==> src/design/dslc_pkg.sv <==
// Package for the dual sensor line crossing detector.
// Holds the widths, phase and mark codes, result type and the wait-window step.
// No dependencies.
package dslc_pkg;

    localparam int COUNT_WIDTH   = 16;
    localparam int WINDOW_WIDTH  = 16;
    localparam int CMP_WIDTH     = (COUNT_WIDTH > WINDOW_WIDTH) ? COUNT_WIDTH : WINDOW_WIDTH;
    localparam int PHASE_WIDTH   = 3;
    localparam int MARK_WIDTH    = 2;
    localparam int S_DATA_WIDTH  = 8;
    localparam int M_DATA_WIDTH  = 8;

    localparam logic [WINDOW_WIDTH-1:0] WINDOW_RESET = WINDOW_WIDTH'(20000);

    localparam logic [MARK_WIDTH-1:0] MARK_NONE   = 2'd0;
    localparam logic [MARK_WIDTH-1:0] MARK_FIRST  = 2'd1;
    localparam logic [MARK_WIDTH-1:0] MARK_SECOND = 2'd2;

    localparam logic [PHASE_WIDTH-1:0] PH_CODE_IDLE        = 3'd0;
    localparam logic [PHASE_WIDTH-1:0] PH_CODE_FIRST_WAIT  = 3'd1;
    localparam logic [PHASE_WIDTH-1:0] PH_CODE_WAIT_CLEAR  = 3'd2;
    localparam logic [PHASE_WIDTH-1:0] PH_CODE_ARMED       = 3'd3;
    localparam logic [PHASE_WIDTH-1:0] PH_CODE_SECOND_WAIT = 3'd4;
    localparam logic [PHASE_WIDTH-1:0] PH_CODE_DONE        = 3'd5;

    typedef enum logic [5:0] {
        PH_IDLE        = 6'b000001,
        PH_FIRST_WAIT  = 6'b000010,
        PH_WAIT_CLEAR  = 6'b000100,
        PH_ARMED       = 6'b001000,
        PH_SECOND_WAIT = 6'b010000,
        PH_DONE        = 6'b100000
    } phase_t;

    typedef struct packed {
        logic                   stop;
        logic [PHASE_WIDTH-1:0] phase;
    } result_t;

    typedef struct packed {
        logic [COUNT_WIDTH-1:0] count;
        logic                   done;
        logic                   timeout;
    } wait_res_t;

    function automatic logic [PHASE_WIDTH-1:0] phase_code(input phase_t ph);
        logic [PHASE_WIDTH-1:0] code;
        case (ph)
            PH_IDLE:        code = PH_CODE_IDLE;
            PH_FIRST_WAIT:  code = PH_CODE_FIRST_WAIT;
            PH_WAIT_CLEAR:  code = PH_CODE_WAIT_CLEAR;
            PH_ARMED:       code = PH_CODE_ARMED;
            PH_SECOND_WAIT: code = PH_CODE_SECOND_WAIT;
            PH_DONE:        code = PH_CODE_DONE;
            default:        code = PH_CODE_IDLE;
        endcase
        return code;
    endfunction

    // Advance the window counter; a timeout overrides a completion.
    function automatic wait_res_t wait_tick(input logic [COUNT_WIDTH-1:0]  count,
                                            input logic [WINDOW_WIDTH-1:0] window,
                                            input logic                    other);
        wait_res_t r;
        r.count   = count + COUNT_WIDTH'(1);
        r.done    = 1'b0;
        r.timeout = 1'b0;
        if ((CMP_WIDTH'(r.count) < CMP_WIDTH'(window)) && other)
        begin
            r.done  = 1'b1;
            r.count = '0;
        end
        if (CMP_WIDTH'(r.count) >= CMP_WIDTH'(window))
        begin
            r.done    = 1'b0;
            r.timeout = 1'b1;
            r.count   = '0;
        end
        return r;
    endfunction

endpackage

==> src/design/dslc_core.sv <==
// Phase tracker of the line crossing detector: state registers and per-tick rules.
// Depends on dslc_pkg.
module dslc_core
    import dslc_pkg::*;
(
    input  logic                    clk,
    input  logic                    rst_n,
    input  logic                    step,
    input  logic                    sensor_a,
    input  logic                    sensor_b,
    input  logic [WINDOW_WIDTH-1:0] window_ticks,
    output result_t                 result
);

    phase_t                  phase_reg, phase_next;
    logic [MARK_WIDTH-1:0]   mark_a_reg, mark_a_next;
    logic [MARK_WIDTH-1:0]   mark_b_reg, mark_b_next;
    logic [COUNT_WIDTH-1:0]  count_reg, count_next;
    logic                    stop_reg, stop_next;

    always_comb
    begin
        wait_res_t w1;
        wait_res_t w2;
        logic      lead_a1;
        logic      lead_a2;
        phase_next  = phase_reg;
        mark_a_next = mark_a_reg;
        mark_b_next = mark_b_reg;
        count_next  = count_reg;
        stop_next   = stop_reg;
        lead_a1     = 1'b0;
        lead_a2     = 1'b0;
        w1          = '0;
        w2          = '0;

        if (phase_next == PH_IDLE)
        begin
            if (sensor_a)
            begin
                mark_a_next = MARK_FIRST;
                phase_next  = PH_FIRST_WAIT;
            end
            else if (sensor_b)
            begin
                mark_b_next = MARK_FIRST;
                phase_next  = PH_FIRST_WAIT;
            end
        end

        if (phase_next == PH_FIRST_WAIT &&
            (mark_a_next == MARK_FIRST || mark_b_next == MARK_FIRST))
        begin
            lead_a1    = (mark_a_next == MARK_FIRST);
            w1         = wait_tick(count_next, window_ticks, lead_a1 ? sensor_b : sensor_a);
            count_next = w1.count;
            if (w1.done)
                phase_next = PH_WAIT_CLEAR;
            if (w1.timeout)
            begin
                phase_next = PH_IDLE;
                if (lead_a1)
                    mark_a_next = MARK_NONE;
                else
                    mark_b_next = MARK_NONE;
            end
        end

        if (phase_next == PH_WAIT_CLEAR && !sensor_a && !sensor_b)
            phase_next = PH_ARMED;

        if (phase_next == PH_ARMED)
        begin
            if (sensor_a)
            begin
                mark_a_next = MARK_SECOND;
                phase_next  = PH_SECOND_WAIT;
            end
            else if (sensor_b)
            begin
                mark_b_next = MARK_SECOND;
                phase_next  = PH_SECOND_WAIT;
            end
        end

        if (phase_next == PH_SECOND_WAIT &&
            (mark_a_next == MARK_SECOND || mark_b_next == MARK_SECOND))
        begin
            lead_a2    = (mark_a_next == MARK_SECOND);
            w2         = wait_tick(count_next, window_ticks, lead_a2 ? sensor_b : sensor_a);
            count_next = w2.count;
            if (w2.done)
                phase_next = PH_DONE;
            if (w2.timeout)
            begin
                phase_next = PH_ARMED;
                if (lead_a2)
                    mark_a_next = MARK_FIRST;
                else
                    mark_b_next = MARK_FIRST;
            end
        end

        if (phase_next == PH_DONE)
            stop_next = 1'b1;
    end

    always_ff @(posedge clk or negedge rst_n)
    begin
        if (!rst_n)
        begin
            phase_reg  <= PH_IDLE;
            mark_a_reg <= MARK_NONE;
            mark_b_reg <= MARK_NONE;
            count_reg  <= '0;
            stop_reg   <= 1'b0;
        end
        else if (step)
        begin
            phase_reg  <= phase_next;
            mark_a_reg <= mark_a_next;
            mark_b_reg <= mark_b_next;
            count_reg  <= count_next;
            stop_reg   <= stop_next;
        end
    end

    assign result.stop  = stop_next;
    assign result.phase = phase_code(phase_next);

endmodule

==> src/design/dual_sensor_line_crossing_detector.sv <==
// Top level of the dual sensor line crossing detector: stream ports, window
// register, input and result registers. Depends on dslc_pkg and dslc_core.
//
// Usage:
//   Each slave transaction is one sensor tick (tdata bit 0 sensor_a, bit 1
//   sensor_b). Each tick yields exactly one master transaction carrying the
//   latched stop flag (bit 0) and the phase code (bits 3:1).
//   A tick is latched into the input register, evaluated through the phase
//   rules and lands in the result register, which drives m_axis_tvalid.
//   One tick is accepted per cycle, sustained, while the receiver takes
//   results; the input and result registers both advance whenever the
//   result register is empty or being taken.
//   When the receiver stalls, the result holds, the input register fills,
//   and s_axis_tready drops; no tick is lost or dropped.
//   cfg_we writes window_ticks from cfg_wdata; write it only with no tick
//   in flight.
//   Reset clears both registers' valid flags, the phase to idle, the marks,
//   the window counter and the stop latch, and loads window_ticks with 20000.
module dual_sensor_line_crossing_detector
    import dslc_pkg::*;
(
    input  logic                    clk,
    input  logic                    rst_n,
    input  logic                    s_axis_tvalid,
    output logic                    s_axis_tready,
    input  logic [S_DATA_WIDTH-1:0] s_axis_tdata,  // [0] sensor_a, [1] sensor_b
    output logic                    m_axis_tvalid,
    input  logic                    m_axis_tready,
    output logic [M_DATA_WIDTH-1:0] m_axis_tdata,  // [0] stop, [3:1] phase
    input  logic                    cfg_we,
    input  logic [WINDOW_WIDTH-1:0] cfg_wdata
);

    logic [WINDOW_WIDTH-1:0] window_reg;
    logic                    in_valid_reg;
    logic                    in_a_reg;
    logic                    in_b_reg;
    logic                    out_valid_reg;
    result_t                 out_reg;
    result_t                 core_result;
    logic                    advance;

    assign advance       = in_valid_reg && (!out_valid_reg || m_axis_tready);
    assign s_axis_tready = !in_valid_reg || advance;

    always_ff @(posedge clk or negedge rst_n)
    begin
        if (!rst_n)
            window_reg <= WINDOW_RESET;
        else if (cfg_we)
            window_reg <= cfg_wdata;
    end

    always_ff @(posedge clk or negedge rst_n)
    begin
        if (!rst_n)
        begin
            in_valid_reg <= 1'b0;
            in_a_reg     <= 1'b0;
            in_b_reg     <= 1'b0;
        end
        else if (s_axis_tready)
        begin
            in_valid_reg <= s_axis_tvalid;
            in_a_reg     <= s_axis_tdata[0];
            in_b_reg     <= s_axis_tdata[1];
        end
    end

    dslc_core u_core (
        .clk          (clk),
        .rst_n        (rst_n),
        .step         (advance),
        .sensor_a     (in_a_reg),
        .sensor_b     (in_b_reg),
        .window_ticks (window_reg),
        .result       (core_result)
    );

    always_ff @(posedge clk or negedge rst_n)
    begin
        if (!rst_n)
        begin
            out_valid_reg <= 1'b0;
            out_reg       <= '0;
        end
        else if (!out_valid_reg || m_axis_tready)
        begin
            out_valid_reg <= in_valid_reg;
            if (in_valid_reg)
                out_reg <= core_result;
        end
    end

    assign m_axis_tvalid = out_valid_reg;
    assign m_axis_tdata  = M_DATA_WIDTH'({out_reg.phase, out_reg.stop});

    a_stop_means_done: assert property (@(posedge clk) disable iff (!rst_n)
        (out_valid_reg && out_reg.stop) |-> (out_reg.phase == PH_CODE_DONE))
        else $error("stop reported outside the done phase");

    a_stop_sticks: assert property (@(posedge clk) disable iff (!rst_n)
        out_reg.stop |=> out_reg.stop)
        else $error("stop latch cleared");

    a_ready_when_empty: assert property (@(posedge clk) disable iff (!rst_n)
        !out_valid_reg |-> s_axis_tready)
        else $error("input stalled with result register empty");

endmodule
==> config.mk <==
export PLATFORM = sky130hd
export DESIGN_NAME = dual_sensor_line_crossing_detector
export DESIGN_NICKNAME = d
export VERILOG_FILES = /design/src/design/dslc_pkg.sv /design/src/design/dslc_core.sv /design/src/design/dual_sensor_line_crossing_detector.sv
export SDC_FILE = /design/constraint.sdc
export NUM_CORES = 1
export LEC_CHECK = 0
export ABC_AREA = 1
export BUFFER_PORTS_ARGS = -buffer_cell sky130_fd_sc_hd__buf_2
export CAP_MARGIN = 20
export CORE_ASPECT_RATIO = 1.4
export CORE_MARGIN = 4
export CORE_UTILIZATION = 45
export DETAILED_ROUTE_END_ITERATION = 10
export PLACE_DENSITY = 0.72
export SLEW_MARGIN = 25
export SYNTH_ARGS = -nofsm -noshare
export SYNTH_HDL_FRONTEND = slang
export SYNTH_SLANG_ARGS = --single-unit
==> constraint.sdc <==
create_clock -name clk -period 24.9 [get_ports clk]
set_input_delay 3.735 -clock clk [delete_from_list [all_inputs] [get_ports clk]]
set_output_delay 3.735 -clock clk [all_outputs]
set_load 0.005 [all_outputs]
==> results of run 1 <==
final cells by class:
cell class              instances  share of cell area, %
well taps                     141                   3.25
multi-input cells             558                   59.2
inverters                     125                   8.68
repair buffers                 30                   2.85
clock buffers                   6                   2.55
flip-flops and latches         50                   23.2
clock inverters                 2                  0.299
stage by stage:
step	hold slack, ps	worst slack, ps	cell area (sq um)
after floorplan	435	16320	5060
after global placement	445	13550	5280
after detailed placement	451	13470	5280
after CTS	470	13400	5440
after global routing	478	11990	5440
final	462	13300	5440
logic make-up (layout without fill, tap and decap cells):
logic type,after synthesis,after routing,synth area share [%]
DFF,50,50,24.9
AOI/OAI and AO/OA,125,125,14.8
muxes,1,1,0.223
buffers and inverters,143,163,11.5
other,1,4,0.0743
xor gates and xnor gates,17,17,2.95
adders and majority gates,64,64,15.9
and+or+nand+nor,347,347,29.7
routing by layer:
metal / wire, um / vias to the layer above / GRT usage (%)
li1: - / 2463 / -
met1: 5210 / 2164 / 22.9
met2: 6490 / 115 / 35.9
met3: 550 / 35 / 2.10
met4: 489 / 0 / 9.16
met5: 0 / - / 0
power by group through the flow:
| stage | Clock (mW) | Combinational (mW) | Sequential (mW) |
|---|---|---|---|
| global route | 0.0782 | 0.447 | 0.0962 |
| global placement | 0 | 0.378 | 0.0964 |
| floorplan | 0 | 0.291 | 0.0954 |
| detailed placement | 0 | 0.387 | 0.0967 |
| finish | 0.0741 | 0.389 | 0.0951 |
| CTS | 0.0752 | 0.389 | 0.0951 |
placed cells by master (no fill, tap or decap), types with 7 or more instances in the layout:
cell and instances:
nand2_1 192, inv_2 9, nor3_1 8, o21ai_1 7, nand4_1 18, nor2_1 80, a21oi_1 42, inv_1 115
ha_1 64, dfrtp_1 44, buf_2 28, nand3_1 24, o21ai_0 39, a22oi_1 7, xor2_1 14
path summary, 6_finish.rpt:
| kind | start | endpoint | slack (ps) | cells past startpoint |
|---|---|---|---|---|
| setup / recovery | u_core.count_reg[0] | u_core.count_reg[4] | 13300 | 64 |
| hold reg to reg | m_axis_tdata[0] | m_axis_tdata[0] | 460 | 1 |
| hold / removal | m_axis_tdata[0] | m_axis_tdata[0] | 460 | 1 |
| setup reg to reg | u_core.count_reg[0] | u_core.count_reg[4] | 13300 | 64 |
| min in group asynchronous | rst_n | window_reg[0] | 3570 | 2 |
| max in group asynchronous | rst_n | u_core.count_reg[14] | 20870 | 2 |
==> impl_metrics.ini, run 1 <==
[outcome]
status = completed

[setup_path]
crit_buf_inv = 8
cpMostUsedCell = nand2_1
cp_max_fo = 18
worstSetupPathType = register to register
path_delay_family = simple AND/OR/NAND/NOR gates
critPathRequiredTime_ps = 25110
critical-path-max-stage-delay_ps = 630
crit_arrival_ps = 11810
crit_slowest_cell = nor2_1
critPathLaunchType = register
cp-end-kind = register

[yosys]
avgSynthCellArea_sq_um = 6.75
synth_common_cells = 192 x nand2_1, 115 x inv_1, 80 x nor2_1
ys.flop_type = dfrtp_1
synth_area_leaders = dfrtp_1 22%, ha_1 16%, nand2_1 14%
synth.most_common_cell = nand2_1
yosysTopAreaCell = dfrtp_1
ys_types = 46
syn_area_sq_mm = 0.00505
synth_top_area_share_pct = 21.8
yosysWarnings = 0
async_flop_share_pct = 100
synth-edff-count = 0
ys_ff_latch = 50
ys_seq_area_share_pct = 24.9
synthCells = 748

[route]
vias_per_cell = 5.24
detail_route.wl_per_cell_um = 14.0
drtIter0Drc = 244
ant_nets = 0
drcViolationCount = 0
dr_total_vias = 4777
routed_wl_mm = 12.7
dr.pass1.iters = 5

[clock_network]
clk_pin_slew_ps = 70
cts-hold-fix-buffers = 0
cts_tree = done
clk_latency_ps = 300
ctsHtreeMaxLevel = 2
numCtsBuffers = 5
cts_root_buf = clkbuf_16
clock-sinks = 50
clock_path_buffers = 2
cts_resized = 0
postCtsSetupRepairBufs = 0

[die]
die_y_um = 133
ios = 39
core_sq_mm = 0.0109
start_util_pct = 46.2
dieArea_sq_mm = 0.0130
core.rowCount = 45
fp.dieW_um = 97.5

[power_and_ir_drop]
power_switching_uw = 293
totalPowerFinal_uw = 558
p_int_uw = 266
power.density_mw_per_mm2 = 103
clockPowerShare_pct = 13.3
switching_share_pct = 52.4
p_comb_share_pct = 69.7
peakVddDrop_mv = 0.0404
seqPwrFrac_pct = 17.0
leakage_nw = 3.08

[sta]
hold_viol = 0
maxSlewHeadroom_pct = 35.6
fin_worst_skew_ps = 5.80
setup_tns_ps = 0
period_needed_ps = 11600
finalSetupViolCount = 0
tightest_slew_ps = 964
rsz0062_at_grt = no
fmax_ghz = 0.0862
finalMaxSlewViolations = 0
finalCritPeriodShare_pct = 46.6

[placement]
gp_congestion = 0.892
placed_cells = 904
hpwl_mm = 9.92
port_buffers = 28

[worst_hold_path]
hold_class = register to register

[final_layout]
multi_input_area_sq_mm = 0.00322
fill_cells = 1172
final_util_pct = 49.8
drive_above_1_share_pct = 10.4
final_cells = 912
syn2layout_area_growth_pct = 7.74
layout.nets = 863
regArea_sq_mm = 0.00126
diodes = 0

[global_routing]
grt_use_total_pct = 19.7
grt_first_pass_wirelength_mm = 21.1
antenna_found_initial = 0
grt-ovfl-total = 0
grt_max_degree = 51
grt_pass1_vias = 4603

[flow_run]
drv_cap = 0
Note: power is estimated with default switching activity, not from simulation.
==> run 2, diff against run 1 <==
==> constraint.sdc (replaced) <==
create_clock -name clk -period 12 [get_ports clk]
set_input_delay 1.8 -clock clk [delete_from_list [all_inputs] [get_ports clk]]
set_output_delay 1.8 -clock clk [all_outputs]
set_load 0.005 [all_outputs]
==> run 2 against run 1 <==
Net effect: largest cell class unchanged; core utilization rose by 0.057 points; count of clock-buffer cells in the layout fell by 1; highest routed layer unchanged; sequential share of layout area barely moved; largest power group unchanged.
==> impl_metrics.ini, run 2 (synthesized netlist as in run 1, its figures left out) <==
[clock_network]
cts-hold-fix-buffers = 0
cts_tree = done
postCtsSetupRepairBufs = 0
ctsHtreeMaxLevel = 2
cts_root_buf = clkbuf_16
cts_resized = 0
numCtsBuffers = 5
clk_latency_ps = 300
clock-sinks = 50
clk_pin_slew_ps = 70
clock_path_buffers = 2

[placement]
pre_cts_ws_ps = 1490
gp_congestion = 0.894
placed_cells = 906
port_buffers = 28
hpwl_mm = 9.83

[final_layout]
final_common_cell = nand2_1
final_cell_mix = 192 x nand2_1, 115 x inv_1, 80 x nor2_1, 64 x ha_1, 44 x dfrtp_1
diodes = 0
drive_above_1_share_pct = 10.6
layout.nets = 865
syn2layout_area_growth_pct = 7.86
final_cells = 914

[sta]
rsz0062_at_grt = no
setup_tns_ps = 0
maxSlewHeadroom_pct = 35.4
hold_viol = 0
finalMaxSlewViolations = 0
fmax_ghz = 0.0935
period_needed_ps = 10700
setup_ws_ps = 1300
fin_worst_skew_ps = 11.7
finalSetupViolCount = 0
finalCritPeriodShare_pct = 89.1
tightest_slew_ps = 968

[route]
met3WireLength_um = 496
dr_total_vias = 4779
ant_nets = 0
wl_met1_mm = 5.17
detail_route.wl_per_cell_um = 13.7
met2WireLength_mm = 6.32
dr.pass1.iters = 5
vias_per_cell = 5.23
routed_wl_mm = 12.5
top_layer_used = met4
drcViolationCount = 0
drtIter0Drc = 236

[setup_path]
cp-endpoint = m_axis_tdata[0]
rr_endpoint = m_axis_tdata[0]
cp-startpoint = u_core.count_reg[2]
crit_slowest_cell = a2111oi_0
critical_path_depth = 64
crit_buf_inv = 8
path_delay_family = simple AND/OR/NAND/NOR gates
cpMostUsedCell = nand2_1
cp_max_fo = 9
critical-path-max-stage-delay_ps = 500
reg2reg_depth = 64
worstSetupPathType = register to register
critPathRequiredTime_ps = 12190
cp-end-kind = register
rrSetupSlack_ps = 1300
reg2reg_from = u_core.count_reg[2]
crit_arrival_ps = 10880
critPathLaunchType = register

[die]
ios = 39
dieArea_sq_mm = 0.0130
core_sq_mm = 0.0109
fp.dieW_um = 97.5
core.rowCount = 45
die_y_um = 133
start_util_pct = 46.2

[global_routing]
grt_first_pass_wirelength_mm = 21.4
antenna_found_initial = 0
grt_max_degree = 51
grt_pass1_vias = 4651
grt_use_total_pct = 19.8
grt-ovfl-total = 0

[worst_hold_path]
hold_depth = 1
hold_class = register to register

[flow_run]
drv_cap = 0

[power_and_ir_drop]
power.density_mw_per_mm2 = 212
leakage_nw = 3.08
peakVddDrop_mv = 0.0769

[outcome]
status = completed
==> run 2: layout make-up <==
type	count	area, sq um
clock inverters	3	21.3
well taps	141	176
repair buffers	32	170
clock buffers	5	125
fillers	1183	5480
flip-flops and latches	50	1260
multi-input cells	558	3220
inverters	125	472
==> run 2: stage by stage <==
stage | power (mW) | hold WS [ps] | instance area, sq um | util, %
3_5_place_dp | 1.01 | 452 | 5300 | 48.5
5_1_grt | 1.30 | 481 | 5440 | 49.8
6_report | 1.15 | 464 | 5440 | 49.8
3_3_place_gp | 0.990 | 444 | 5300 | 48.5
2_1_floorplan | 0.801 | 435 | 5060 | -
4_1_cts | 1.16 | 471 | 5440 | 49.8
==> run 2: worst min-delay path by stage <==
stage	startpoint	end	slack, ps
final	m_axis_tdata[0]	m_axis_tdata[0]	460
after global routing	m_axis_tdata[0]	m_axis_tdata[0]	480
after CTS	m_axis_tdata[0]	m_axis_tdata[0]	470
after detailed placement	m_axis_tdata[0]	m_axis_tdata[0]	450
after global placement	m_axis_tdata[0]	m_axis_tdata[0]	440
after floorplan	m_axis_tdata[0]	m_axis_tdata[0]	430
==> run 2: where the power goes <==
part | internal (mW) | leakage (nW) | switching [mW]
Combinational | 0.287 | 2.47 | 0.521
Clock | 0.0775 | 0.0698 | 0.0686
Sequential | 0.186 | 0.542 | 0.0111
==> run 2: worst register-to-register path, delay by kind of cell (launching register included) <==
family / cells / cell delay, ps
buffers and inverters: 8 / 830
DFF: 1 / 400
xor gates and xnor gates: 2 / 440
adders and majority gates: 4 / 1140
AOI/OAI and AO/OA: 11 / 2060
and+or+nand+nor: 39 / 5710
==> run 2: metal layers <==
layer	track usage (%)	up-vias
met3	2.83	38
met1	23.1	2141
met5	0	-
met4	8.39	0
li1	-	2472
met2	36.1	128
==> run 3, diff against run 2 <==
--- a/config.mk
+++ b/config.mk
@@ -12,8 +12,9 @@
 export CORE_MARGIN = 4
 export CORE_UTILIZATION = 45
 export DETAILED_ROUTE_END_ITERATION = 10
-export PLACE_DENSITY = 0.72
+export PLACE_DENSITY = 0.71
 export SLEW_MARGIN = 25
 export SYNTH_ARGS = -nofsm -noshare
 export SYNTH_HDL_FRONTEND = slang
+export SYNTH_HIERARCHICAL = 1
 export SYNTH_SLANG_ARGS = --single-unit
==> constraint.sdc (replaced) <==
create_clock -name clk -period 12 [get_ports clk]
set_input_delay 0.6 -clock clk [delete_from_list [all_inputs] [get_ports clk]]
set_output_delay 0.6 -clock clk [all_outputs]
set_load 0.005 [all_outputs]
==> run 3 against run 2 <==
Net effect: sequential power increased by 6%; clock power about the same; critical endpoint is now m_axis_tdata[1]; via count increased by 4.7%; first-iteration DRC count increased by 16%; maximum frequency increased by 1.6%; highest routed layer unchanged.
==> impl_metrics.ini, run 3 <==
[setup_path]
path_delay_family = simple AND/OR/NAND/NOR gates
crit_slowest_cell = nor2_2
crit_arrival_ps = 10720
critPathLaunchType = register
rrSetupSlack_ps = 1470
critical-path-max-stage-delay_ps = 640
reg2reg_from = u_core/count_reg[0]
reg2reg_depth = 64
critical_path_depth = 64
cp-end-kind = register
cpMostUsedCell = nand2_1
critPathRequiredTime_ps = 12200
worstSetupPathType = register to register
cp_max_fo = 18
rr_endpoint = m_axis_tdata[1]
crit_buf_inv = 8

[power_and_ir_drop]
totalPowerFinal_uw = 692
leakage_nw = 2.99
seqPwrFrac_pct = 30.1
p_int_uw = 391
power_switching_uw = 301
p_comb_share_pct = 48.6
switching_share_pct = 43.5
power.density_mw_per_mm2 = 121
clockPowerShare_pct = 21.4
peakVddDrop_mv = 0.0696

[yosys]
syn_area_sq_mm = 0.00532
ys_types = 47
avgSynthCellArea_sq_um = 6.82
yosysWarnings = 6
synth_compound_area_share_pct = 15.4
ys.flop_type = dfrtp_1
ys_ff_latch = 51
synth_top_family_by_area = simple AND/OR/NAND/NOR gates
synth-edff-count = 0
synthXorXnorAreaFrac_pct = 2.47
synth_top_area_share_pct = 21.2
yosysTopAreaCell = dfrtp_1
synthCells = 781
synth-simple-area-share_pct = 31.3
synthMuxAreaShare_pct = 0
async_flop_share_pct = 100
synthAdderAreaFrac_pct = 15.0
synth_common_cells = 206 x nand2_1, 122 x inv_1, 66 x nor2_1
synth_area_leaders = dfrtp_1 21%, ha_1 15%, nand2_1 15%
synth.most_common_cell = nand2_1
ys_seq_area_share_pct = 24.1

[sta]
setup_tns_ps = 0
tightest_slew_ps = 807
setup_ws_ps = 1470
fin_worst_skew_ps = 11.2
maxSlewHeadroom_pct = 46.2
finalCritPeriodShare_pct = 87.7
finalMaxSlewViolations = 0
fmax_ghz = 0.0950
period_needed_ps = 10530
hold_slack_ps = 413
finalSetupViolCount = 0
rsz0062_at_grt = no
hold_viol = 0

[clock_network]
postCtsSetupRepairBufs = 0
numCtsBuffers = 5
cts-hold-fix-buffers = 0
clock-sinks = 51
cts_resized = 0
clock_path_buffers = 2
cts_tree = done
ctsHtreeMaxLevel = 2
clk_latency_ps = 300
clk_pin_slew_ps = 80
cts_root_buf = clkbuf_16

[final_layout]
final_util_pct = 49.8
stdcell_area_sq_mm = 0.00571
layout.nets = 895
drive_above_1_share_pct = 13.3
final_cell_mix = 206 x nand2_1, 122 x inv_1, 66 x nor2_1, 64 x ha_1, 47 x a21oi_1
syn2layout_area_growth_pct = 7.24
final_common_cell = nand2_1
diodes = 0
final_cells = 947

[die]
fp.dieW_um = 99.9
start_util_pct = 46.5
core_sq_mm = 0.0115
dieArea_sq_mm = 0.0137
die_y_um = 137
ios = 39
core.rowCount = 46

[placement]
dpl-instance-area_sq_mm = 0.00556
pre_cts_ws_ps = 1670
gp_congestion = 0.896
hpwl_mm = 10.7
placed_cells = 939
port_buffers = 28

[route]
detail_route.wl_per_cell_um = 14.3
dr.pass1.iters = 5
ant_nets = 0
drtIter0Drc = 274
drcViolationCount = 0
dr_total_vias = 5006
vias_per_cell = 5.29
routed_wl_mm = 13.5

[global_routing]
grt_use_total_pct = 20.8
grt_max_degree = 52
grt_first_pass_wirelength_mm = 22.7
grt-ovfl-total = 0
antenna_found_initial = 0
grt_pass1_vias = 4874

[outcome]
status = completed

[flow_run]
drv_cap = 0

[worst_hold_path]
hold_class = primary input to async pin
[run 3: layout make-up]
type	count	area, sq um
fill	1191	5750
multi-input combinational	579	3430
sequential	51	1280
inverter	135	509
tap	144	180
timing repair buffer	30	155
clock buffer	5	125
clock inverter	3	22.5
[run 3: cells by family after synthesis]
group | count (synthesis)
other | 1
DFF | 51
and+or+nand+nor | 365
AOI/OAI and AO/OA | 131
xor gates and xnor gates | 15
buffers and inverters | 154
adders and majority gates | 64
[run 3: worst max path at each step]
stage	to	from
6_report	m_axis_tdata[1]	u_core/count_reg[0]
5_1_grt	m_axis_tdata[1]	u_core/count_reg[0]
4_1_cts	m_axis_tdata[1]	u_core/count_reg[0]
3_5_place_dp	m_axis_tdata[1]	u_core/count_reg[0]
3_3_place_gp	m_axis_tdata[1]	u_core/count_reg[0]
2_1_floorplan	m_axis_tdata[0]	u_core/count_reg[0]
[run 3: worst register-to-register path, delay by kind of cell (launching register included)]
family          cells  cell delay [ps]
simple gates       40             5760
flops               1              460
compound gates     10             1750
buf+inv             8              760
fa+ha+maj           4             1200
xor+xnor            2              470
[run 3: power groups by stage]
stage	clock (mW)	sequential (mW)	combinational, mW
final	0.148	0.208	0.336
after global routing	0.161	0.211	0.385
after CTS	0.154	0.208	0.335
after detailed placement	0	0.211	0.332
after global placement	0	0.211	0.327
after floorplan	0	0.206	0.259
[run 3: layer usage]
| layer | track usage [%] | part of all wire [%] | wire length (um) |
|---|---|---|---|
| met1 | 23.3 | 40 | 5420 |
| met2 | 39.2 | 53 | 7200 |
| met3 | 2.70 | 3.2 | 439 |
| met4 | 8.05 | 3.6 | 482 |
| met5 | 0 | 0 | 0 |
